### src/rtl/caf_pkg.sv
// shared types, constants and fixed-point helpers for the anisotropy field block
`default_nettype none
package caf_pkg;

  localparam int unsigned AxisW = 16;
  localparam int unsigned MagW  = 32;
  localparam int unsigned WordW = 32;
  localparam int unsigned SumW  = 64;
  localparam int unsigned AvgW  = 48;
  localparam int unsigned CfgW  = 64;
  localparam int unsigned IdxW  = 3;

  // register indexes
  localparam logic [IdxW-1:0] RegMeshMode = 3'd0;
  localparam logic [IdxW-1:0] RegAxisOne  = 3'd1;
  localparam logic [IdxW-1:0] RegAxisTwo  = 3'd2;
  localparam logic [IdxW-1:0] RegInvSat   = 3'd3;
  localparam logic [IdxW-1:0] RegGain     = 3'd4;
  localparam logic [IdxW-1:0] RegK1       = 3'd5;
  localparam logic [IdxW-1:0] RegK2       = 3'd6;

  typedef logic signed [AxisW-1:0] axis_t;
  typedef logic signed [WordW-1:0] word_t;

  // settings shared by every lane
  typedef struct packed {
    axis_t [2:0][2:0] e;   // e[axis][component]
    word_t            k1;
    word_t            k2;
  } lane_cfg_t;

  // saturate a 64-bit signed value to int32
  function automatic word_t sat32(input logic signed [63:0] v);
    if (v > 64'sd2147483647) return 32'sh7fffffff;
    if (v < -64'sd2147483648) return 32'sh80000000;
    return v[31:0];
  endfunction

  // Q2.30 product, floor shift by 30, saturated
  function automatic word_t mulq(input word_t a, input word_t b);
    logic signed [63:0] p;
    p = a * b;
    return sat32(p >>> 30);
  endfunction

  // saturating 32-bit add
  function automatic word_t addq(input word_t a, input word_t b);
    logic signed [63:0] s;
    s = 64'(a) + 64'(b);
    return sat32(s);
  endfunction

endpackage
`default_nettype wire

### src/rtl/caf_divider.sv
// restoring divider for the sweep average, one quotient bit per cycle
`default_nettype none
module caf_divider
  import caf_pkg::*;
#(
  parameter int unsigned COUNT_BITS = 24
) (
  input  wire logic                   clk_i,
  input  wire logic                   rst_ni,
  input  wire logic                   start_i,
  input  wire logic signed [SumW-1:0] num_i,
  input  wire logic [COUNT_BITS-1:0]  den_i,
  output logic                        busy_o,
  output logic signed [AvgW-1:0]      avg_o
);

  localparam int unsigned CntW = $clog2(SumW + 1);

  logic [SumW-1:0]       rem_q, quo_q;
  logic [COUNT_BITS-1:0] den_q;
  logic                  neg_q;
  logic [CntW-1:0]       cnt_q;
  logic [SumW:0]         trial;
  logic [SumW-1:0]       rem_sh;

  assign rem_sh = {rem_q[SumW-2:0], quo_q[SumW-1]};
  assign trial  = {1'b0, rem_sh} - {{(SumW + 1 - COUNT_BITS){1'b0}}, den_q};

  // control: bit counter
  always_ff @(posedge clk_i or negedge rst_ni) begin
    if (!rst_ni) begin
      cnt_q <= '0;
    end else if (start_i) begin
      cnt_q <= CntW'(SumW);
    end else if (cnt_q != '0) begin
      cnt_q <= cnt_q - 1'b1;
    end
  end
  assign busy_o = (cnt_q != '0);

  // datapath: shift and subtract
  always_ff @(posedge clk_i) begin
    if (start_i) begin
      rem_q <= '0;
      quo_q <= num_i[SumW-1] ? SumW'(-num_i) : SumW'(num_i);
      den_q <= den_i;
      neg_q <= num_i[SumW-1];
    end else if (cnt_q != '0) begin
      if (!trial[SumW]) begin
        rem_q <= trial[SumW-1:0];
        quo_q <= {quo_q[SumW-2:0], 1'b1};
      end else begin
        rem_q <= rem_sh;
        quo_q <= {quo_q[SumW-2:0], 1'b0};
      end
    end
  end

  // sign and 48-bit saturation
  always_comb begin
    logic [SumW:0] mag;
    mag = {1'b0, quo_q};
    if (neg_q) begin
      if (mag > (65'd1 << (AvgW - 1))) avg_o = {1'b1, {(AvgW - 1){1'b0}}};
      else avg_o = AvgW'(-mag);
    end else begin
      if (mag > ((65'd1 << (AvgW - 1)) - 65'd1)) avg_o = {1'b0, {(AvgW - 1){1'b1}}};
      else avg_o = AvgW'(mag);
    end
  end

endmodule
`default_nettype wire

### config.mk
export PLATFORM = sky130hd
export DESIGN_NAME = caf_divider
export DESIGN_NICKNAME = d
export VERILOG_FILES = /design/src/rtl/caf_pkg.sv /design/src/rtl/caf_divider.sv
export SDC_FILE = /design/constraint.sdc
export NUM_CORES = 1
export LEC_CHECK = 0
export BUFFER_PORTS_ARGS = -buffer_cell sky130_fd_sc_hd__buf_4
export CAP_MARGIN = 10
export CORE_AREA = 2 2 166 168
export CTS_CLUSTER_DIAMETER = 40
export DETAILED_ROUTE_END_ITERATION = 7
export DIE_AREA = 0 0 168 170
export HOLD_SLACK_MARGIN = 0.08
export SLEW_MARGIN = 20
export SYNTH_ARGS = -nofsm -noshare
export SYNTH_HDL_FRONTEND = slang
export SYNTH_SLANG_ARGS = --single-unit
### constraint.sdc
create_clock -name clk_i -period 4.73 [get_ports clk_i]
set_clock_uncertainty 0.15 [all_clocks]
set_input_delay 0.473 -clock clk_i [delete_from_list [all_inputs] [get_ports clk_i]]
set_output_delay 0.473 -clock clk_i [all_outputs]
set_load 0.1 [all_outputs]
After elaboration in Yosys (flattened, before gate mapping)
Cells that the tools add are included.
Storage, ports and cells
  bits in registers: 159
  bits of input ports: 91
Operators by class
  add/subtract/negate cells: 4
  $lt $le $gt $ge: 2
  muxes and demuxes: 10
  reduce and logical (&&, ||, !) cells: 2
Operator list (count)
  $mux 64: 3
  $mux 48: 3
  $sub 64x24->65: 1
  $gt 64x47->1 const B: 1
  $gt 64x48->1 const B: 1
  $neg 64->64: 1
  $mux 63: 1
  $neg 48->48: 1
  $mux 7: 2
  $reduce_bool 7->1: 1
  $sub 7x1->7 const B: 1
  $reduce_bool 2->1: 1
  $mux 1: 1

Logic depth before layout (Yosys ltp)
Gate-level depths: netlist (run 1).
  word-level depth: 4
  mapped depth: 12
  depth with buffers taken out: 11

Worst setup path after synthesis (run 1)
OpenSTA, ideal clock, no wires.
  path kind: register to output
  start point: register quo_q[0]
  end point: output port avg_o[10]
  arrival: 6.043 ns
  required time: 4.107 ns
  path slack: -1.936 ns
  stages on the path, launching flop included: 11
  buffers on the path: 1
  cell sequence: edfxtp_1 -> inv_1 -> ha_1 -> or3b_2 -> and4b_1 -> nand4_1 -> nor3_2 -> a21oi_1 -> nand2b_1 -> clkbuf_1 -> o311ai_0
Between the ends
  word-level cells in the longest chain between the ends: 3
  elaborated cells between the ends (all ways): 6
RTL lines
  from (decl): line caf_divider.sv:19  | logic [SumW-1:0] rem_q, quo_q;
  from (signal assigned): line caf_divider.sv:45  | quo_q <= num_i[SumW-1] ? SumW'(-num_i) : SumW'(num_i);
  from (signal assigned): line caf_divider.sv:51  | quo_q <= {quo_q[SumW-2:0], 1'b1};
  from (signal assigned): line caf_divider.sv:54  | quo_q <= {quo_q[SumW-2:0], 1'b0};
  $gt 64x47->1 (tied with other cells): line caf_divider.sv:67  | if (mag > ((65'd1 << (AvgW - 1)) - 65'd1)) avg_o = {1'b0, {(AvgW - 1){1'b1}}};
  $mux 48, on equally long branches: line caf_divider.sv:67, caf_divider.sv:64
  $mux 48 (*): line caf_divider.sv:63  | if (neg_q) begin
  to (decl): line caf_divider.sv:14  | output logic signed [AvgW-1:0] avg_o
Every way passes the cells marked *; elsewhere a longest branch is shown, timed or not.

Worst setup path in the final report (run 1)
  start point: register quo_q[0]
  end point: output port avg_o[19]
Same word-level chain as after synthesis.

==> results.tsv, run 1 <==
metric	value	unit
dpl cells	1804	
Pins Over Slew Limit	0	
syn_nets	1498	
Pre-antenna DRT Iters	6	
Die Wd	168	microns
htree depth	4	
top-count cell post-synth	nor2_1	
core box area	26650	sq um
Post-Syn Instances	1379	
row count	60	
I/O pin cnt	140	
vias per inst	5.876	
hold slack	0.2463	ns
Required @ worst endpoint	4.11	ns
post-synth top area share	23.62	%
initial drt markers	918	
final worst path period share	94.57	%
CP max stage cell	or3b_2	
max_cap viols	0	
post-synthesis sequential area ratio	36.32	%
Peak Freq	0.2236	GHz
HP Class	in -> reg	
Power Dens Cells	530.9	nW/um^2
CTS Buf Count	17	
GR Overflow Total	0	
Clock Tree Root	clkbuf_16	
final wirelength	32090	microns
Final Critical Period	4.473	ns
Worst Max-Slew Pin Slew	0.8386	ns
CP startpoint kind	flip-flop	
CP arrival	3.85	ns
most frequent cells after synthesis	nor2_1, nand2_1, a21oi_1	
CTS tree	yes	
die height	170	microns
EDFF count, synth	89	
GP Congestion	0.9080	
Slew Limit Headroom	44.09	%
Clock Tree Buf Depth	2	
postcts setup bufs	0	
Avg Inst Size Synth	8.204	sq um
CP max FO	23	
Synth Cell Area	11310	sq um
Hold Vio Cnt, Final	0	
DR vias	10940	
Nets	1626	
Residual DRC	0	
Worst setup EP type	output port	
cell leakage power	5.326	nW
initial core utilization	42.45	%
Netlist cell types	75	
Async SR Flop Fraction	4.403	%
vias in the first global route	10030	
# port buffers	139	
global-route wire length before repair	52030	microns
Routed WL per cell	17.24	microns
most used cell, CP	buf_4	
ranking of synthesized cells by area	edfxtp_1, dfxtp_1, xor2_1	
clk_lat worst skew	0.42	ns
Setup CP Type	reg -> out	
CP peak stage delay	0.51	ns
final setup violation count	0	
Final HPWL DP	22950	microns
final core occ	50.77	%
Peak VDD IR	0.2662	mV
Overall Global Routing Usage	22.21	%
ant diodes	0	
clock sink count	159	
ys flop type	edfxtp_1	
worst path cell trace	inv_1 > ha_1 > or3b_2 > and4b_2 > nand4_1 > nor3_2 > a21oi_2 > nand2b_2 > buf_4 > o311ai_1 > buf_4	
Routed Antenna Nets	0	
pin count of the biggest net entering global routing	84	
clk slew on worst S/H paths	0.06	ns
Yosys warnings	0	
area of the die	28560	sq um
layout cells sized above 1	14.87	%
area grow syn2layout	19.59	%
Finished Layout Cells	1861	
largest area contributor in the netlist	edfxtp_1	
Seq cells post-synth	159	
RSZ-0062 raised after global routing	no	
status	finished clean	
initial antenna violation count	0	
-- critical path: cells and delay by family, from the launching register on --
family	cells	cell delay, ns
AND/OR/NAND/NOR	5	1.59
buffers and inverters	3	0.76
flip-flops	1	0.43
AO/OA/AOI/OAI	2	0.43
adder cells (fa/ha/maj)	1	0.21
-- area by class of cell --
class	instances	area, sq um
clock inverter	14	158.9
fill	2507	13120
clock buffer	18	429.2
inverter	54	202.7
tap	341	426.7
multi-input combinational	1089	6740
timing repair buffer	186	1463
sequential	159	4109
-- cell usage in the layout (no fill, tap or decap), types with 7 or more instances in the layout --
master | synthesis | final
nor2b_1 | 15 | 15
nand2_1 | 126 | 126
xor2_1 | 81 | 81
dlygate4sd3_1 | 0 | 25
nand2b_1 | 11 | 10
nand3_1 | 31 | 31
a31oi_1 | 9 | 9
o41ai_1 | 9 | 9
ha_1 | 27 | 27
nor2_1 | 153 | 152
nor3_1 | 46 | 46
clkinvlp_4 | 0 | 7
a211oi_1 | 19 | 19
inv_1 | 53 | 52
edfxtp_1 | 89 | 89
nor4_1 | 29 | 29
dfrtp_1 | 7 | 7
clkbuf_16 | 0 | 17
buf_4 | 0 | 160
or3_1 | 41 | 41
nand4_1 | 14 | 14
o211ai_1 | 13 | 13
xnor2_1 | 21 | 21
o31ai_1 | 25 | 25
o211a_1 | 7 | 7
or2_2 | 7 | 7
a21oi_1 | 111 | 110
or4_1 | 30 | 30
dfxtp_1 | 63 | 63
o311ai_1 | 1 | 28
o21ai_0 | 105 | 104
o21a_1 | 9 | 9
and3_1 | 11 | 11
a311oi_1 | 16 | 16
-- path summary, 6_finish.rpt --
path                                       start                endpoint  slack (ns)  cells past startpoint
max                           quo_q[0]$_DFFE_PP_               avg_o[19]        0.26                     11
min reg2reg                rem_q[8]$_SDFFE_PP0P_   rem_q[8]$_SDFFE_PP0P_        0.33                      2
max in group asynchronous                 rst_ni    cnt_q[6]$_DFFE_PN0P_        4.02                      2
max reg2reg                  quo_q[63]$_DFFE_PP_  rem_q[42]$_SDFFE_PP0P_        0.88                     11
min in group asynchronous                 rst_ni    cnt_q[2]$_DFFE_PN0P_        0.28                      2
min                                      start_i    cnt_q[2]$_DFFE_PN0P_        0.25                      2
-- metrics by stage --
step	instance area, sq um	worst slack, ns	power (mW)	TNS, ns
2_1_floorplan	11340	-0.8017	4.867	-22.09
3_3_place_gp	12690	0.7510	5.730	0
3_5_place_dp	12690	0.5860	5.765	0
4_1_cts	13530	0.1342	7.195	0
5_1_grt	13530	0.002941	7.712	0
6_report	13530	0.2570	7.183	0
-- flip-flops by register name, indices dropped and copies added, names as in the netlist --
name	flops
rem_q	63
cnt_q	7
neg_q	1
den_q	24
quo_q	64
-- where the power goes --
part | leakage [nW] | switching, mW | internal, mW
Sequential | 1.50 | 0.419 | 1.87
Clock | 0.264 | 0.601 | 0.787
Combinational | 3.56 | 2.18 | 1.32
-- routing by layer --
metal  part of all wire [%]  global-route usage, %  vias to the layer above
met5                      0                      0                        -
met4                    1.9                  7.335                        0
met3                    4.4                  2.535                       47
met2                     47                  36.74                      321
met1                     47                  30.39                     5144
li1                       -                      -                     5424
-- cells by family (layout without fill, tap and decap cells) --
family	Yosys count	after routing	share of synthesized area, %
AO/OA/AOI/OAI	400	400	22.86
XOR/XNOR	102	102	7.897
adder cells (fa/ha/maj)	28	28	3.163
buffers and inverters	131	272	4.391
flip-flops	159	159	36.32
multiplexers	9	9	0.8737
AND/OR/NAND/NOR	550	550	24.50
-- timing repair --
item | CTS | global route
endpoints found under the hold margin | 31 | 0
hold buffers | 25 | 0
endpoints found under the setup margin | 0 | 23
resized for setup | 0 | 2
Power figures use the tool's default switching activity.
==> run 2, diff against run 1 <==
Settings changed: BUFFER_PORTS_ARGS -buffer_cell sky130_fd_sc_hd__buf_4 to -buffer_cell sky130_fd_sc_hd__buf_2, CAP_MARGIN 10 to 20.
==> results.tsv, run 2 (same netlist as run 1, synthesis figures left out) <==
metric	value	unit	change
status	finished clean		unchanged
htree depth	4		unchanged
Peak VDD IR	0.3538	mV	was 0.2662 mV
Pre-antenna DRT Iters	5		was 6
final wirelength	31830	microns	was 32090 microns
RSZ-0062 raised after global routing	no		unchanged
HP Class	in -> reg		unchanged
setup slack, reg-to-reg	0.85	ns	was 0.88 ns
I/O pin cnt	140		unchanged
hold slack	0.2950	ns	was 0.2463 ns
cell leakage power	5.432	nW	was 5.326 nW
Hold Vio Cnt, Final	0		unchanged
most common cell after layout, fill and taps aside	nor2_1		was buf_4
row count	60		unchanged
final setup violation count	0		unchanged
die height	170	microns	unchanged
Routed Antenna Nets	0		unchanged
Die Wd	168	microns	unchanged
Clock Tree Root	clkbuf_16		unchanged
most frequent cells in the layout	nor2_1, nand2_1, a21oi_1		was buf_4, nor2_1, nand2_1
Hold Path Depth	3		was 2
Area after DPL	12840	sq um	was 12690 sq um
core box area	26650	sq um	unchanged
pin count of the biggest net entering global routing	84		unchanged
CP startpoint kind	flip-flop		unchanged
area grow syn2layout	21.19	%	was 19.59%
initial drt markers	899		was 918
GP Congestion	0.8778		was 0.9080
Finished Layout Cells	1865		was 1861
postcts setup bufs	0		unchanged
CTS Buf Count	17		unchanged
clk slew on worst S/H paths	0.07	ns	was 0.06 ns
dpl cells	1806		was 1804
initial antenna violation count	1		was 0
Residual DRC	0		unchanged
DR vias	10920		was 10940
Setup CP Type	reg -> out		unchanged
Peak Freq	0.2199	GHz	was 0.2236 GHz
Worst setup EP type	output port		unchanged
hold path startpoint	num_i[41]		was start_i
# port buffers	139		unchanged
worst r2r src	quo_q[63]$_DFFE_PP_		unchanged
layout cells sized above 1	14.98	%	was 14.87%
Required @ worst endpoint	4.11	ns	about the same
clk_lat worst skew	0.43	ns	was 0.42 ns
Final HPWL DP	22780	microns	was 22950 microns
Final Critical Period	4.548	ns	was 4.473 ns
Worst Slack Setup Final	0.1815	ns	was 0.2570 ns
vias in the first global route	10060		was 10030
R2R depth	11		unchanged
Worst Max-Slew Pin Slew	0.9745	ns	was 0.8386 ns
Fin Setup TNS	0	ns	unchanged
global-route wire length before repair	51760	microns	was 52030 microns
Fillers	2499		was 2507
Nets	1628		was 1626
Min-Delay Endpoint	quo_q[41]$_DFFE_PP_		was cnt_q[2]$_DFFE_PN0P_
CP arrival	3.93	ns	was 3.85 ns
Slew Limit Headroom	34.94	%	was 44.09%
GR Overflow Total	0		unchanged
reg2reg end	rem_q[42]$_SDFFE_PP0P_		unchanged
Largest Register	quo_q		unchanged
Final Cell Area	13710	sq um	was 13530 sq um
max FFs per register	64		unchanged
clock sink count	159		unchanged
final worst path period share	96.16	%	was 94.57%
CTS tree	yes		unchanged
Routed WL per cell	17.07	microns	was 17.24 microns
Clock Tree Buf Depth	2		unchanged
pre-CTS WS	0.6142	ns	was 0.5860 ns
CP max FO	5		was 23
Tot Pwr	7.309	mW	was 7.183 mW
max_cap viols	0		unchanged
Regs by FF count	quo_q x64, rem_q x63, den_q x24		unchanged
Power Dens Cells	533.1	nW/um^2	was 530.9 nW/um^2
final core occ	51.45	%	was 50.77%
vias per inst	5.853		was 5.876
Overall Global Routing Usage	22.11	%	was 22.21%
Pins Over Slew Limit	0		unchanged
initial core utilization	42.45	%	unchanged
area of the die	28560	sq um	unchanged
[run 2: final cells by class]
type,instances,area (sq um),area share (%)
Tap cell,341,426.7,3.112
Clock buffer,17,425.4,3.103
Antenna cell,2,5.005,0.03650
Multi-Input combinational cell,1089,6740,49.16
Inverter,54,202.7,1.478
Sequential cell,159,4109,29.97
Timing Repair Buffer,188,1617,11.79
Clock inverter,15,185.2,1.351
[run 2: layer usage]
layer  vias up  wire length [microns]  track usage, %
li1       5418                      -               -
met1      5091                  14610           29.52
met2       343                  14820           36.90
met3        63                   1570           2.674
met4         0                    828           8.204
met5         -                      0               0
[run 2: where the power goes]
group | switching (mW) | internal (mW)
Clock | 0.595 | 0.839
Combinational | 2.20 | 1.38
Sequential | 0.416 | 1.87
[run 2: worst max path at each step]
stage	endpoint	cells past startpoint	slack [ns]	from
2_1_floorplan	avg_o[10]	10	-0.80	quo_q[0]$_DFFE_PP_
3_3_place_gp	avg_o[28]	13	0.69	quo_q[0]$_DFFE_PP_
3_5_place_dp	avg_o[28]	13	0.61	quo_q[1]$_DFFE_PP_
4_1_cts	avg_o[28]	13	0.15	quo_q[1]$_DFFE_PP_
5_1_grt	avg_o[36]	11	0.01	quo_q[0]$_DFFE_PP_
6_report	avg_o[36]	11	0.18	quo_q[1]$_DFFE_PP_
[run 2: timing repair]
action / in CTS / in global routing
resized for setup: 0 / 2
hold buffers: 25 / 0
setup endpoints to repair: 0 / 20
hold endpoints to repair: 31 / 0
[run 2: critical path, stage by stage (launching register included)]
cell      delay [ns]
edfxtp_1        0.45
inv_1           0.09
ha_1            0.17
or3b_2          0.52
and4b_2         0.40
nand3_1         0.15
or4_1           0.51
nor3_1          0.34
a21boi_0        0.14
o21ai_0         0.17
o21a_1          0.14
buf_2           0.42
==> run 3, diff against run 2 <==
Settings changed: MAX_ROUTING_LAYER set to met4.
==> results.tsv, run 3 (same netlist as run 1, synthesis figures left out) <==
metric	value	unit	change
initial antenna violation count	1		unchanged
hold slack	0.3015	ns	was 0.2950 ns
Residual DRC	0		unchanged
Tot Pwr	7.304	mW	was 7.309 mW
CP max stage cell	or3b_2		unchanged
most common cell after layout, fill and taps aside	nor2_1		unchanged
CP arrival	3.93	ns	about the same
Power Dens Cells	532.7	nW/um^2	was 533.1 nW/um^2
status	finished clean		unchanged
area grow syn2layout	21.19	%	unchanged
Max Used Layer	met4		unchanged
die height	170	microns	unchanged
Worst Slack Setup Final	0.1740	ns	was 0.1815 ns
Worst setup EP type	output port		unchanged
Clock Tree Root	clkbuf_16		unchanged
clk_lat worst skew	0.43	ns	about the same
pre-CTS WS	0.6142	ns	unchanged
global-route wire length before repair	51690	microns	was 51760 microns
max_cap viols	0		unchanged
Routed Antenna Nets	0		unchanged
Final HPWL DP	22780	microns	unchanged
final setup violation count	0		unchanged
CTS tree	yes		unchanged
most frequent cells in the layout	nor2_1, nand2_1, a21oi_1		unchanged
initial core utilization	42.45	%	unchanged
CP peak stage delay	0.52	ns	about the same
GR Overflow Total	0		unchanged
Peak Freq	0.2195	GHz	was 0.2199 GHz
final wirelength	31750	microns	was 31830 microns
core box area	26650	sq um	unchanged
Clock Tree Buf Depth	2		unchanged
CP max FO	5		unchanged
final core occ	51.45	%	unchanged
Pre-antenna DRT Iters	5		unchanged
area of the die	28560	sq um	unchanged
Overall Global Routing Usage	22.77	%	was 22.11%
Slew Limit Headroom	34.76	%	was 34.94%
DR WL met3	1533	microns	was 1570 microns
Area after DPL	12840	sq um	unchanged
row count	60		unchanged
worst r2r src	quo_q[63]$_DFFE_PP_		unchanged
layout cells sized above 1	14.98	%	unchanged
Final Critical Period	4.556	ns	was 4.548 ns
HP Class	in -> async		was in -> reg
max FFs per register	64		unchanged
Nets	1628		unchanged
DR WL met2	14830	microns	was 14820 microns
cell leakage power	5.432	nW	unchanged
RSZ-0062 raised after global routing	no		unchanged
crit path from	quo_q[1]$_DFFE_PP_		unchanged
clock sink count	159		unchanged
clk slew on worst S/H paths	0.07	ns	about the same
Peak VDD IR	0.3514	mV	was 0.3538 mV
Regs by FF count	quo_q x64, rem_q x63, den_q x24		unchanged
Hold Vio Cnt, Final	0		unchanged
Setup CP Type	reg -> out		unchanged
Final Cell Area	13710	sq um	unchanged
Die Wd	168	microns	unchanged
Largest Register	quo_q		unchanged
CP startpoint kind	flip-flop		unchanged
Worst Max-Slew Pin Slew	0.9772	ns	was 0.9745 ns
GP Congestion	0.8951		was 0.8778
# port buffers	139		unchanged
Routed WL per cell	17.03	microns	was 17.07 microns
htree depth	4		unchanged
Pins Over Slew Limit	0		unchanged
Fin Setup TNS	0	ns	unchanged
DR vias	10940		was 10920
vias per inst	5.864		was 5.853
CTS Buf Count	17		unchanged
worst path cell trace	inv_1 > ha_1 > or3b_2 > and4b_2 > nand3_1 > or4_1 > nor3_1 > a21boi_0 > o21ai_0 > o21a_1 > buf_2		unchanged
dpl cells	1806		unchanged
Finished Layout Cells	1865		unchanged
pin count of the biggest net entering global routing	84		unchanged
final worst path period share	96.32	%	was 96.16%
vias in the first global route	10080		was 10060
wl on met1	14590	microns	was 14610 microns
Fillers	2498		was 2499
setup slack, reg-to-reg	0.86	ns	was 0.85 ns
initial drt markers	856		was 899
I/O pin cnt	140		unchanged
Required @ worst endpoint	4.11	ns	about the same
postcts setup bufs	0		unchanged
-- run 3: cell counts in the layout (fill, tap and decap cells not counted) --
No cell type changed its count.
-- run 3: path summary, 6_finish.rpt --
check                      depth (start not counted)                     end
min reg2reg                                        2   rem_q[1]$_SDFFE_PP0P_
min in group clk_i                                 3     quo_q[41]$_DFFE_PP_
max in group asynchronous                          2    cnt_q[3]$_DFFE_PN0P_
max                                               11               avg_o[36]
min                                                2    cnt_q[2]$_DFFE_PN0P_
max reg2reg                                       11  rem_q[42]$_SDFFE_PP0P_
-- run 3: layer usage --
metal | track usage, % | vias to the layer above
li1 | - | 5420
met1 | 29.49 | 5131
met2 | 36.88 | 324
met3 | 2.744 | 62
met4 | 8.204 | 0
met5 | - | -
-- run 3: critical path, delay by kind of cell, from the launching register on --
family / cells / cell delay (ns)
buf+inv: 2 / 0.51
fa+ha+maj: 1 / 0.17
flops: 1 / 0.46
simple gates: 5 / 1.92
compound gates: 3 / 0.45
-- run 3: timing repair --
| action | 4_1_cts | 5_1_grt |
|---|---|---|
| setup endpoints to repair | 0 | 22 |
| resized for setup | 0 | 2 |
| hold buffers | 25 | 0 |
| hold endpoints to repair | 31 | 0 |
-- run 3: area by class of cell --
class	count	area, sq um	share of cell area, %
clock buffer	17	425.4	3.103
antenna	2	5.005	0.03650
inverter	54	202.7	1.478
timing repair buffer	188	1617	11.79
tap	341	426.7	3.112
sequential	159	4109	29.97
clock inverter	15	185.2	1.351
multi-input combinational	1089	6740	49.16
-- run 3: power by group --
part	leakage, nW	internal (mW)	switching (mW)
Combinational	3.64	1.38	2.20
Clock	0.290	0.839	0.593
Sequential	1.50	1.87	0.415
